$ cat config.mk
export PLATFORM = sky130hd
export DESIGN_NAME = positional_list_insert_delete_flat
export DESIGN_NICKNAME = d
export VERILOG_FILES = /design/src/hw/rtl/plid_pkg.sv /design/src/hw/rtl/plid_if.sv /design/src/hw/rtl/plid_cell.sv /design/src/hw/rtl/positional_list_insert_delete.sv /design/src/flat_wrapper.sv
export SDC_FILE = /design/constraint.sdc
export NUM_CORES = 2
export LEC_CHECK = 0
export BUFFER_PORTS_ARGS = -buffer_cell sky130_fd_sc_hd__buf_4
export CAP_MARGIN = 20
export CORE_MARGIN = 3
export CORE_UTILIZATION = 50
export CTS_BUF_LIST = sky130_fd_sc_hd__clkbuf_16
export DETAILED_ROUTE_END_ITERATION = 7
export PLACE_DENSITY_LB_ADDON = 0.1
export SYNTH_ARGS = -nofsm -noshare
export SYNTH_HDL_FRONTEND = slang
export SYNTH_SLANG_ARGS = --single-unit
$ cat constraint.sdc
create_clock -name clock -period 7.47 [get_ports clock]
set_input_delay 1.494 -clock clock [delete_from_list [all_inputs] [get_ports clock]]
set_output_delay 1.494 -clock clock [all_outputs]
set_load 0.02 [all_outputs]
$ cat src/hw/rtl/plid_pkg.sv
// shared types and constants for the positional list block
// no dependencies
package plid_pkg;

   localparam int DATA_W   = 32;
   localparam int POS_W    = 5;
   localparam int SIZE_W   = 6;
   localparam int STATUS_W = 2;

   typedef enum logic {
      OP_INSERT = 1'b0,
      OP_DELETE = 1'b1
   } op_type;

   typedef enum logic [STATUS_W-1:0] {
      ST_DONE    = 2'd0,
      ST_NOMATCH = 2'd1,
      ST_FULL    = 2'd2
   } status_type;

   typedef enum logic [1:0] {
      S_IDLE,
      S_UPDATE,
      S_STREAM
   } state_type;

   typedef enum logic [1:0] {
      ACT_HOLD,
      ACT_INSERT,
      ACT_DELETE,
      ACT_ROTATE
   } cell_act_type;

   typedef struct packed {
      cell_act_type             act;
      logic signed [DATA_W-1:0] value;
   } cell_cmd_type;

endpackage

$ cat src/hw/rtl/plid_if.sv
// valid/ready channel interfaces for request and response transactions
// depends on plid_pkg
interface plid_req_if;
   import plid_pkg::*;
   logic                     valid;
   logic                     ready;
   logic                     opcode;
   logic signed [DATA_W-1:0] item_value;
   logic [POS_W-1:0]         position;
   modport source (output valid, opcode, item_value, position, input ready);
   modport sink (input valid, opcode, item_value, position, output ready);
endinterface

interface plid_rsp_if;
   import plid_pkg::*;
   logic                     valid;
   logic                     ready;
   logic [STATUS_W-1:0]      status;
   logic [SIZE_W-1:0]        list_size;
   logic [POS_W-1:0]         entry_index;
   logic signed [DATA_W-1:0] entry_value;
   logic                     list_empty;
   logic                     last_entry;
   modport source (output valid, status, list_size, entry_index, entry_value,
                   list_empty, last_entry, input ready);
   modport sink (input valid, status, list_size, entry_index, entry_value,
                 list_empty, last_entry, output ready);
endinterface

$ cat src/hw/rtl/plid_cell.sv
// one list slot: holds a value, loads the new item or zero, and moves values to or from its neighbors or the head
// depends on plid_pkg
module plid_cell #(
   parameter int INDEX = 0,
   parameter int CMPW  = 6
) (
   input  logic                               clock,
   input  plid_pkg::cell_cmd_type             cmd,
   input  logic [CMPW-1:0]                    pos,
   input  logic [CMPW-1:0]                    count,
   input  logic signed [plid_pkg::DATA_W-1:0] left_value,
   input  logic signed [plid_pkg::DATA_W-1:0] right_value,
   input  logic signed [plid_pkg::DATA_W-1:0] head_value,
   output logic signed [plid_pkg::DATA_W-1:0] cell_value,
   output logic                               match
);
   import plid_pkg::*;

   localparam logic [CMPW-1:0] MY_IDX  = CMPW'(INDEX);
   localparam logic [CMPW-1:0] NXT_IDX = CMPW'(INDEX + 1);

   logic signed [DATA_W-1:0] value_ff;
   logic signed [DATA_W-1:0] value_in;

   always_comb begin
      value_in = value_ff;
      case (cmd.act)
         ACT_INSERT: begin
            if (MY_IDX == pos) begin
               value_in = cmd.value;
            end else if (pos < count) begin
               // shift up inside the list
               if (MY_IDX > pos && MY_IDX <= count) value_in = left_value;
            end else begin
               // zero fill the gap past the old end
               if (MY_IDX >= count && MY_IDX < pos) value_in = '0;
            end
         end
         ACT_DELETE: begin
            if (MY_IDX >= pos && NXT_IDX < count) value_in = right_value;
         end
         ACT_ROTATE: begin
            // rotate within the used part so the list returns home after count steps
            if (NXT_IDX == count) value_in = head_value;
            else if (NXT_IDX < count) value_in = right_value;
         end
         default: value_in = value_ff;
      endcase
   end

   always_ff @(posedge clock) begin
      value_ff <= value_in;
   end

   assign cell_value = value_ff;
   assign match      = (MY_IDX == pos) && (value_ff == cmd.value);

endmodule

$ cat src/hw/rtl/positional_list_insert_delete.sv
// after the request transaction the block steps through S_UPDATE into S_STREAM, then
// gives one result per cycle while the response side does not stall, one per entry
// and a single one for an empty list, as the stream walks the cell chain one slot each.
// a new request is taken only after the last result of the previous one.
// reset (synchronous) clears the entry count and control; slot values are not cleared.
module positional_list_insert_delete #(
   parameter int DEPTH = 32
) (
   input logic  clock,
   input logic  reset,
   plid_req_if.sink   req_if,
   plid_rsp_if.source rsp_if
);
   import plid_pkg::*;

   localparam int CW   = $clog2(DEPTH + 1);
   localparam int CMPW = (CW > POS_W) ? CW : POS_W;
   localparam logic [CMPW-1:0] DEPTH_X = CMPW'(DEPTH);

   state_type                state_ff, state_in;
   logic [CW-1:0]            count_ff, count_in;
   logic [CW-1:0]            k_ff, k_in;
   op_type                   op_ff;
   logic signed [DATA_W-1:0] val_ff;
   logic [POS_W-1:0]         pos_ff;
   status_type               status_ff, status_in;

   cell_cmd_type             cmd;
   logic [CMPW-1:0]          pos_x, cnt_x;
   logic signed [DATA_W-1:0] cell_value [DEPTH];
   logic signed [DATA_W-1:0] left_v [DEPTH];
   logic signed [DATA_W-1:0] right_v [DEPTH];
   logic [DEPTH-1:0]         match_v;
   logic                     hit;
   logic                     req_fire, rsp_fire, is_last, is_empty;

   assign pos_x    = CMPW'(pos_ff);
   assign cnt_x    = CMPW'(count_ff);
   assign hit      = |match_v;
   assign is_empty = (count_ff == '0);
   assign is_last  = is_empty || (CW'(k_ff + 1'b1) == count_ff);
   assign req_fire = req_if.valid && req_if.ready;
   assign rsp_fire = rsp_if.valid && rsp_if.ready;

   // next state
   always_comb begin
      state_in = state_ff;
      unique case (state_ff)
         S_IDLE:   if (req_fire) state_in = S_UPDATE;
         S_UPDATE: state_in = S_STREAM;
         S_STREAM: if (rsp_fire && is_last) state_in = S_IDLE;
         default:  state_in = S_IDLE;
      endcase
   end

   // outputs and datapath control
   always_comb begin
      req_if.ready = 1'b0;
      rsp_if.valid = 1'b0;
      cmd.act      = ACT_HOLD;
      cmd.value    = val_ff;
      count_in     = count_ff;
      status_in    = status_ff;
      k_in         = k_ff;
      unique case (state_ff)
         S_IDLE: begin
            req_if.ready = 1'b1;
         end
         S_UPDATE: begin
            k_in      = '0;
            status_in = ST_DONE;
            if (op_ff == OP_INSERT) begin
               if (pos_x >= cnt_x) begin
                  if (pos_x >= DEPTH_X) begin
                     status_in = ST_FULL;
                  end else begin
                     cmd.act  = ACT_INSERT;
                     count_in = CW'(pos_x + CMPW'(1));
                  end
               end else if (cnt_x >= DEPTH_X) begin
                  status_in = ST_FULL;
               end else begin
                  cmd.act  = ACT_INSERT;
                  count_in = CW'(count_ff + 1'b1);
               end
            end else begin
               if (pos_x < cnt_x && hit) begin
                  cmd.act  = ACT_DELETE;
                  count_in = CW'(count_ff - 1'b1);
               end else begin
                  status_in = ST_NOMATCH;
               end
            end
         end
         S_STREAM: begin
            rsp_if.valid = 1'b1;
            if (rsp_fire) begin
               cmd.act = ACT_ROTATE;
               k_in    = CW'(k_ff + 1'b1);
            end
         end
         default: begin
            req_if.ready = 1'b0;
         end
      endcase
   end

   always_ff @(posedge clock) begin
      if (reset) begin
         state_ff <= S_IDLE;
         count_ff <= '0;
         k_ff     <= '0;
      end else begin
         state_ff <= state_in;
         count_ff <= count_in;
         k_ff     <= k_in;
      end
   end

   always_ff @(posedge clock) begin
      status_ff <= status_in;
      if (req_fire) begin
         op_ff  <= op_type'(req_if.opcode);
         val_ff <= req_if.item_value;
         pos_ff <= req_if.position;
      end
   end

   // chain of slots, each wired to its neighbors; the two end slots see zero past the edge
   for (genvar g = 0; g < DEPTH; g++) begin : g_cell
      if (g == 0) begin : g_first
         assign left_v[g] = '0;
      end else begin : g_mid_l
         assign left_v[g] = cell_value[g-1];
      end
      if (g == DEPTH - 1) begin : g_last
         assign right_v[g] = '0;
      end else begin : g_mid_r
         assign right_v[g] = cell_value[g+1];
      end

      plid_cell #(
         .INDEX (g),
         .CMPW  (CMPW)
      ) u_cell (
         .clock       (clock),
         .cmd         (cmd),
         .pos         (pos_x),
         .count       (cnt_x),
         .left_value  (left_v[g]),
         .right_value (right_v[g]),
         .head_value  (cell_value[0]),
         .cell_value  (cell_value[g]),
         .match       (match_v[g])
      );
   end

   assign rsp_if.status      = status_ff;
   assign rsp_if.list_size   = SIZE_W'(count_ff);
   assign rsp_if.entry_index = POS_W'(k_ff);
   assign rsp_if.entry_value = is_empty ? '0 : cell_value[0];
   assign rsp_if.list_empty  = is_empty;
   assign rsp_if.last_entry  = is_last;

endmodule

$ cat src/flat_wrapper.sv
// flat-port wrapper written by rule: the top's interface ports become plain ports
module positional_list_insert_delete_flat import plid_pkg::*;
#(
   parameter int DEPTH = 32
)
  (clock, reset, req_if_valid, req_if_opcode, req_if_item_value, req_if_position, req_if_ready, rsp_if_valid, rsp_if_status, rsp_if_list_size, rsp_if_entry_index, rsp_if_entry_value, rsp_if_list_empty, rsp_if_last_entry, rsp_if_ready);
  plid_req_if req_if_i ();
  plid_rsp_if rsp_if_i ();
  input logic clock;
  input logic reset;
  input wire logic [$bits(req_if_i.valid)-1:0] req_if_valid;
  input wire logic [$bits(req_if_i.opcode)-1:0] req_if_opcode;
  input wire logic [$bits(req_if_i.item_value)-1:0] req_if_item_value;
  input wire logic [$bits(req_if_i.position)-1:0] req_if_position;
  output wire logic [$bits(req_if_i.ready)-1:0] req_if_ready;
  output wire logic [$bits(rsp_if_i.valid)-1:0] rsp_if_valid;
  output wire logic [$bits(rsp_if_i.status)-1:0] rsp_if_status;
  output wire logic [$bits(rsp_if_i.list_size)-1:0] rsp_if_list_size;
  output wire logic [$bits(rsp_if_i.entry_index)-1:0] rsp_if_entry_index;
  output wire logic [$bits(rsp_if_i.entry_value)-1:0] rsp_if_entry_value;
  output wire logic [$bits(rsp_if_i.list_empty)-1:0] rsp_if_list_empty;
  output wire logic [$bits(rsp_if_i.last_entry)-1:0] rsp_if_last_entry;
  input wire logic [$bits(rsp_if_i.ready)-1:0] rsp_if_ready;
  assign req_if_i.valid = req_if_valid;
  assign req_if_i.opcode = req_if_opcode;
  assign req_if_i.item_value = req_if_item_value;
  assign req_if_i.position = req_if_position;
  assign req_if_ready = req_if_i.ready;
  assign rsp_if_valid = rsp_if_i.valid;
  assign rsp_if_status = rsp_if_i.status;
  assign rsp_if_list_size = rsp_if_i.list_size;
  assign rsp_if_entry_index = rsp_if_i.entry_index;
  assign rsp_if_entry_value = rsp_if_i.entry_value;
  assign rsp_if_list_empty = rsp_if_i.list_empty;
  assign rsp_if_last_entry = rsp_if_i.last_entry;
  assign rsp_if_i.ready = rsp_if_ready;
  positional_list_insert_delete #(.DEPTH(DEPTH)) u_core (.clock(clock), .reset(reset), .req_if(req_if_i), .rsp_if(rsp_if_i));
endmodule
# Word-level counts from Yosys, hierarchy flattened
# Index checks and enable logic that the tools add are counted.
# W data, S select, Z words.
[totals] register_bits=1078 out_inout_bits=49 input_bits=42 elab_cells=930
[op_classes] n_reduce_logical=174 magnitude_cmp=196 muxes=281 n_eq_ne=236 add_sub_neg=4
[ops] cell="$mux W32" count=225
[ops] cell="$pmux W32 S3" count=32
[ops] cell="$eq A32 B32 Y1" count=32
[ops] cell="$reduce_and A5 Y1" count=31
[ops] cell="$logic_and A1 B1 Y1" count=132
[ops] cell="$ne A4 B3 Y1 const B" count=32
[ops] cell="$ne A4 B4 Y1 const B" count=32
[ops] cell="$eq A5 B6 Y1 const A" count=16
[ops] cell="$ge A5 B6 Y1 const A" count=16
[ops] cell="$le A5 B6 Y1 const A" count=16
[ops] cell="$lt A5 B6 Y1 const A" count=16
[ops] cell="$ne A3 B3 Y1 const B" count=31
[ops] cell="$eq A5 B5 Y1 const A" count=16
[ops] cell="$ge A5 B5 Y1 const A" count=16
[ops] cell="$gt A5 B5 Y1 const A" count=16
[ops] cell="$lt A5 B5 Y1 const A" count=16
[ops] cell="$ne A2 B2 Y1 const B" count=35
[ops] cell="$eq A4 B6 Y1 const A" count=8
[ops] cell="$ge A4 B6 Y1 const A" count=8
[ops] cell="$le A4 B6 Y1 const A" count=8
[ops] cell="$lt A4 B6 Y1 const A" count=8
[ops] cell="$eq A4 B5 Y1 const A" count=8
[ops] cell="$ge A4 B5 Y1 const A" count=8
[ops] cell="$gt A4 B5 Y1 const A" count=8
[ops] cell="other kinds (55)" count=125

# Logic depth before layout (Yosys ltp)
[depth] ltp_word=10 depth_mapped=18

# Modules after synthesis
# Synthesis repeated with hierarchy kept, for this count alone.
[hier_totals] hier_cells=9103 area_unflattened_um2=86060.0
[by_module_without_submodules] mod="plid_cell (u_core.g_cell[30].u_cell)" n_inst=1 cells_per_inst=340 area_each_um2=2935.3
[by_module_without_submodules] mod="plid_cell (u_core.g_cell[16].u_cell)" n_inst=1 cells_per_inst=343 area_each_um2=2929.1
[by_module_without_submodules] mod="positional_list_insert_delete" n_inst=1 cells_per_inst=281 area_each_um2=2924.1
[by_module_without_submodules] mod="plid_cell (u_core.g_cell[5].u_cell)" n_inst=1 cells_per_inst=261 area_each_um2=2753.9
[by_module_without_submodules] mod="plid_cell (u_core.g_cell[13].u_cell)" n_inst=1 cells_per_inst=258 area_each_um2=2718.9
[by_module_without_submodules] mod="plid_cell (u_core.g_cell[12].u_cell)" n_inst=1 cells_per_inst=261 area_each_um2=2703.8
[by_module_without_submodules] mod="plid_cell (u_core.g_cell[0].u_cell)" n_inst=1 cells_per_inst=254 area_each_um2=2695.1
[by_module_without_submodules] mod="plid_cell (u_core.g_cell[9].u_cell)" n_inst=1 cells_per_inst=264 area_each_um2=2653.8
[by_module_without_submodules] mod="plid_cell (u_core.g_cell[18].u_cell)" n_inst=1 cells_per_inst=260 area_each_um2=2627.5
[by_module_without_submodules] mod="plid_cell (u_core.g_cell[25].u_cell)" n_inst=1 cells_per_inst=225 area_each_um2=2596.2
[by_module_without_submodules] mod="plid_cell (u_core.g_cell[24].u_cell)" n_inst=1 cells_per_inst=298 area_each_um2=2591.2
[by_module_without_submodules] mod="plid_cell (u_core.g_cell[3].u_cell)" n_inst=1 cells_per_inst=295 area_each_um2=2578.7
[by_module_without_submodules] mod="plid_cell (u_core.g_cell[17].u_cell)" n_inst=1 cells_per_inst=263 area_each_um2=2571.2
[by_module_without_submodules] mod="plid_cell (u_core.g_cell[31].u_cell)" n_inst=1 cells_per_inst=296 area_each_um2=2571.2
[by_module_without_submodules] mod="19 more rows"

# Worst setup path before layout
# Ideal clock, no wire load.
[synth_path] kind="reg-to-reg" from="reg u_core.count_ff[3] (netlist: u_core.rsp_if.list_size[3])" to="reg u_core.g_cell[12].u_cell.value_ff[0] (enable)" stages_incl_launch_ff=14 t_arrival_ps=5439 path_slack_ps=1551 required_ps=6990 synth_period_minus_slack_ps=5919 path_buffers=5 setup_ps=480 cell_sequence="dfxtp_1 -> clkbuf_1 -> clkinv_1 -> clkbuf_1 -> ha_1 -> a211oi_1 -> a211o_1 -> clkbuf_1 -> clkbuf_1 -> clkbuf_1 -> nand3_1 -> o31ai_1 -> o32ai_1 -> a311oi_1"
[synth_via] elab_chain_len=8 elab_cells_between_ends=25 cone_classes="order compare: 6; eq/ne: 8; mux: 5; reduce/logical: 6"
[synth_rtl] element="from (decl)" line="positional_list_insert_delete.sv:21" source="logic [CW-1:0] count_ff, count_in;"
[synth_rtl] element="from (signal assigned)" line="positional_list_insert_delete.sv:115" source="count_ff <= count_in;"
[synth_rtl] element="$ge A6 B6 Y1 / $lt A5 B6 Y1 (equally long branches)" line="positional_list_insert_delete.sv:80, plid_cell.sv:31, positional_list_insert_delete.sv:87"
[synth_rtl] element="$mux W1 / $logic_and A1 B1 Y1 (equally long branches)" line="positional_list_insert_delete.sv:80, positional_list_insert_delete.sv:87"
[synth_rtl] element="$mux W2, on equally long branches" line="positional_list_insert_delete.sv:73, positional_list_insert_delete.sv:87"
[synth_rtl] element="$mux W2" line="positional_list_insert_delete.sv:72" source="if (op_ff == OP_INSERT) begin"
[synth_rtl] element="$pmux W2 S2" line="positional_list_insert_delete.sv:65" source="unique case (state_ff)"
[synth_rtl] element="$eq A2 B1 Y1 / $eq A2 B2 Y1 (equally long branches)" line="plid_cell.sv:27" source="case (cmd.act)"
[synth_rtl] element="$ne A4 B3 Y1 (no line), or another cell as far along"
[synth_rtl] element="$reduce_and A5 Y1 (no line) (*)"
[synth_rtl] element="to (signal assigned)" line="plid_cell.sv:52" source="value_ff <= value_in;"
[synth_rtl] element="to (decl)" line="plid_cell.sv:22" source="logic signed [DATA_W-1:0] value_ff;"
# Every way passes the cells marked *; elsewhere a longest branch is shown, timed or not.
# A chain may end at the register's enable or synchronous reset.

# Worst setup path after layout
[layout_path] from="reg u_core.pos_ff[4]" to="reg u_core.g_cell[30].u_cell.value_ff[12] (enable)"
[layout_via] elab_chain_len=10 elab_cells_between_ends=89 cone_classes="order compare: 6; eq/ne: 38; mux: 5; reduce/logical: 40"
[layout_rtl] element="from (decl)" line="positional_list_insert_delete.sv:25" source="logic [POS_W-1:0] pos_ff;"
[layout_rtl] element="from (signal assigned)" line="positional_list_insert_delete.sv:125" source="pos_ff <= req_if.position;"
[layout_rtl] element="$eq A5 B5 Y1, or another cell as far along" line="plid_cell.sv:56" source="assign match = (MY_IDX == pos) && (value_ff == cmd.value);"
[layout_rtl] element="$logic_and A1 B1 Y1" line="plid_cell.sv:56"
[layout_rtl] element="$reduce_or A32 Y1" line="positional_list_insert_delete.sv:39" source="assign hit = |match_v;"
[layout_rtl] element="$logic_and A1 B1 Y1" line="positional_list_insert_delete.sv:87" source="if (pos_x < cnt_x && hit) begin"
[layout_rtl] element="$mux W2" line="positional_list_insert_delete.sv:87"
[layout_rtl] element="$mux W2" line="positional_list_insert_delete.sv:72"
[layout_rtl] element="$pmux W2 S2" line="positional_list_insert_delete.sv:65"
[layout_rtl] element="$eq A2 B1 Y1 / $eq A2 B2 Y1 (equally long branches)" line="plid_cell.sv:27"
[layout_rtl] element="$ne A4 B3 Y1 (no line), or another cell as far along"
[layout_rtl] element="$reduce_and A5 Y1 (no line) (*)"
[layout_rtl] element="to (signal assigned)" line="plid_cell.sv:52"
[layout_rtl] element="to (decl)" line="plid_cell.sv:22"
# Marks and branches as above.

==> summary.txt <==
DRC - 0
CTS clock-pin slew for the worst setup and hold paths - 70 ps
ranking of synthesized cells by area - edfxtp_1, mux2i_1, and3_1, xnor2_1, a21oi_1
share of cells above drive strength 1 - 9.12%
Post-synth EDFFs - 1064
Max clock buf depth - 3
Final min period - 6530 ps
top_reg_cell synth - edfxtp_1
worst min path class - flip-flop to flip-flop
CTS buffer count - 135
list of most frequent post-synthesis cells - mux2i_1, edfxtp_1, a21oi_1
core footprint - 0.163 mm²
Yosys cell types - 72
initial antenna violation count - 11
final WL - 367000 µm
Critical Path AT - 7040 ps
antenna viol nets, final - 0
area grow syn2layout - 9.11%
first-pass GRT wire length - 515000 µm
# hold bufs at CTS - 0
Port Buffers - 90
ys async rst share - 0%
nets@finish - 7815
vias after detailed routing - 71563
Die Area - 0.170 mm²
switching pwr - 5.65 mW
Max Fclk - 0.153 GHz
slew at the pin closest to its max-slew limit - 1170 ps
Synth area leader - edfxtp_1
Tcrit/Tclk final - 87.4%
most frequent cell after synthesis - mux2i_1
CTS root buf - clkbuf_16
post-route core utilization - 55.1%
# Post-CTS Setup Buffers - 0
post-CTS sizing - 0
setup_tns - 0 ps
switching share of power - 31.9%
worst-path maximum fanout - 33
Clock Latency Late Sink - 820 ps
unrepaired setup endpoints after global routing - false
Syn Nets - 8192
CP max stage delay - 1000 ps
Rows - 148
Hold Slack - 554 ps
Warnings, synthesis - 0
WS Path Type - flip-flop to flip-flop
Initial DRC Count - 10884
chip width - 412 µm
Max-cap violations - 0
critical path endpoint category - flip-flop
#FFs+latches synth - 1078
LEAKAGE - 37.1 nW
share of the synthesized area in the top cell type - 38.7%
Max-slew headroom - 21.1%
HPWL after DPL - 243000 µm
die outline height - 412 µm
endpoints failing hold - 0
Cell Area, Synth - 0.0825 mm²
DR pass1 iterations - 6
Setup Viol. Count Final - 0
crit path cell chain - buf_4 -> and2_0 -> nand3b_1 -> buf_4 -> nor4_1 -> nand3_1 -> nand4_1 -> nor4_1 -> buf_2 -> a211oi_4 -> o21ai_4 -> o22ai_4 -> buf_12
Slowest-stage cell, CP - nor4_1
GRT Util Overall - 41.5%
GPL Wtd Cong - 0.985
crit start category - flip-flop
VDD IR max - 0.000232 V
H-tree levels - 4
status - completed
CTS tree - built
Cells after Synth - 8135
total gr overflow - 0
Top Ports - 91
vias in the first global route - 68720
Initial Utilization - 50.5%
PwrDens - 197 mW/mm²
Worst Skew - 43.5 ps
clock share of power - 36.9%
Seq pwr share - 40.3%
largest net degree at the start of global routing - 210
Worst Path Required - 7980 ps
Vias/cell - 7.13
Avg Cell Area, Syn - 10.1 µm²
sequential area share after synthesis - 39.1%
max-slew violation count - 0
clock sink count - 1078
Internal Power - 12.1 mW
Comb power frac - 22.8%
post-DR wirelength/cell - 36.6 µm
final timing paths:
kind	start	end	slack, ps	cells past startpoint
max	u_core.pos_ff[4]	u_core.g_cell[30].u_cell.cell_value[12]	940	13
min	u_core.state_ff[1]	u_core.state_ff[1]	550	2
max reg2reg	u_core.pos_ff[4]	u_core.g_cell[30].u_cell.cell_value[12]	940	13
min reg2reg	u_core.state_ff[1]	u_core.state_ff[1]	550	2
metal layers:
layer	routed length, µm	GRT usage (%)
met5	35	0
met4	26200	24.2
met3	44000	10.5
met2	157000	61.6
met1	140000	54.7
cell type report:
class	count	area (µm²)
fillers	14679	73300
multi-input cells	6093	46500
flip-flops and latches	1078	32200
repair buffers	436	4220
clock buffers	140	3500
well taps	2175	2720
clock inverters	99	711
inverters	14	52.6
diodes	7	17.5
cell usage in the layout (no fill, tap or decap), drive strengths merged, types with 4 or more instances in the layout:
cell       n
nor2     100
o31ai      6
clkinv    58
bufinv     9
a311oi    21
dfxtp     14
xnor2    616
inv       45
or2        8
a22oi      6
a21oi   1041
a31oi      6
nor2b      5
mux2i   1921
ha        15
o32ai      4
nand2    198
buf      436
clkbuf   140
or3       10
o21ai     85
nand4    180
a211oi    10
o22ai     54
nor4     126
edfxtp  1064
diode      7
and3    1003
nand2b     7
and2      39
nand3     73
xor2     421
nor3      90
power groups by stage:
stage | sequential (mW) | combinational [mW] | clock, mW
finish | 7.14 | 4.04 | 6.54
global route | 7.13 | 4.24 | 6.74
CTS | 7.12 | 3.88 | 6.53
detailed placement | 7.25 | 3.86 | 0
global placement | 7.25 | 3.82 | 0
floorplan | 7.14 | 2.64 | 0
registers in the layout, indices dropped and copies added (netlist names):
register                         flops
u_core.val_ff                       32
u_core.rsp_if.list_size              6
u_core.g_cell.u_cell.cell_value   1024
u_core.rsp_if.status                 2
u_core.k_ff                          6
u_core.pos_ff                        5
u_core.state_ff                      2
u_core.op_ff                         1
stage by stage:
step	cell area (µm²)	setup WS [ps]	power, mW	instances
final	90000	940	17.7	10042
after global routing	90000	1080	18.1	10036
after CTS	89800	1270	17.5	10026
after detailed placement	85600	1280	11.1	9787
after global placement	85300	1190	11.1	9773
after floorplan	82500	1550	9.78	8135
cell families (layout without fill, tap and decap cells):
kind of cell | after synthesis | count (layout) | synth area share [%]
AO/OA/AOI/OAI | 1266 | 1266 | 8.10
XOR/XNOR | 1038 | 1038 | 11.0
adder cells (fa/ha/maj) | 15 | 15 | 0.228
buffers and inverters | 964 | 689 | 5.29
flip-flops | 1078 | 1078 | 39.1
multiplexers | 1921 | 1921 | 23.3
other | 0 | 7 | 0
AND/OR/NAND/NOR | 1853 | 1853 | 13.0
worst max-delay path, delay by kind of cell, from the launching register on:
family	cells	cell delay, ps
and+or+nand+nor	6	2520
AOI/OAI and AO/OA	3	1970
buffers and inverters	4	1060
DFF	1	610
Note: power is estimated with default switching activity, not from simulation.
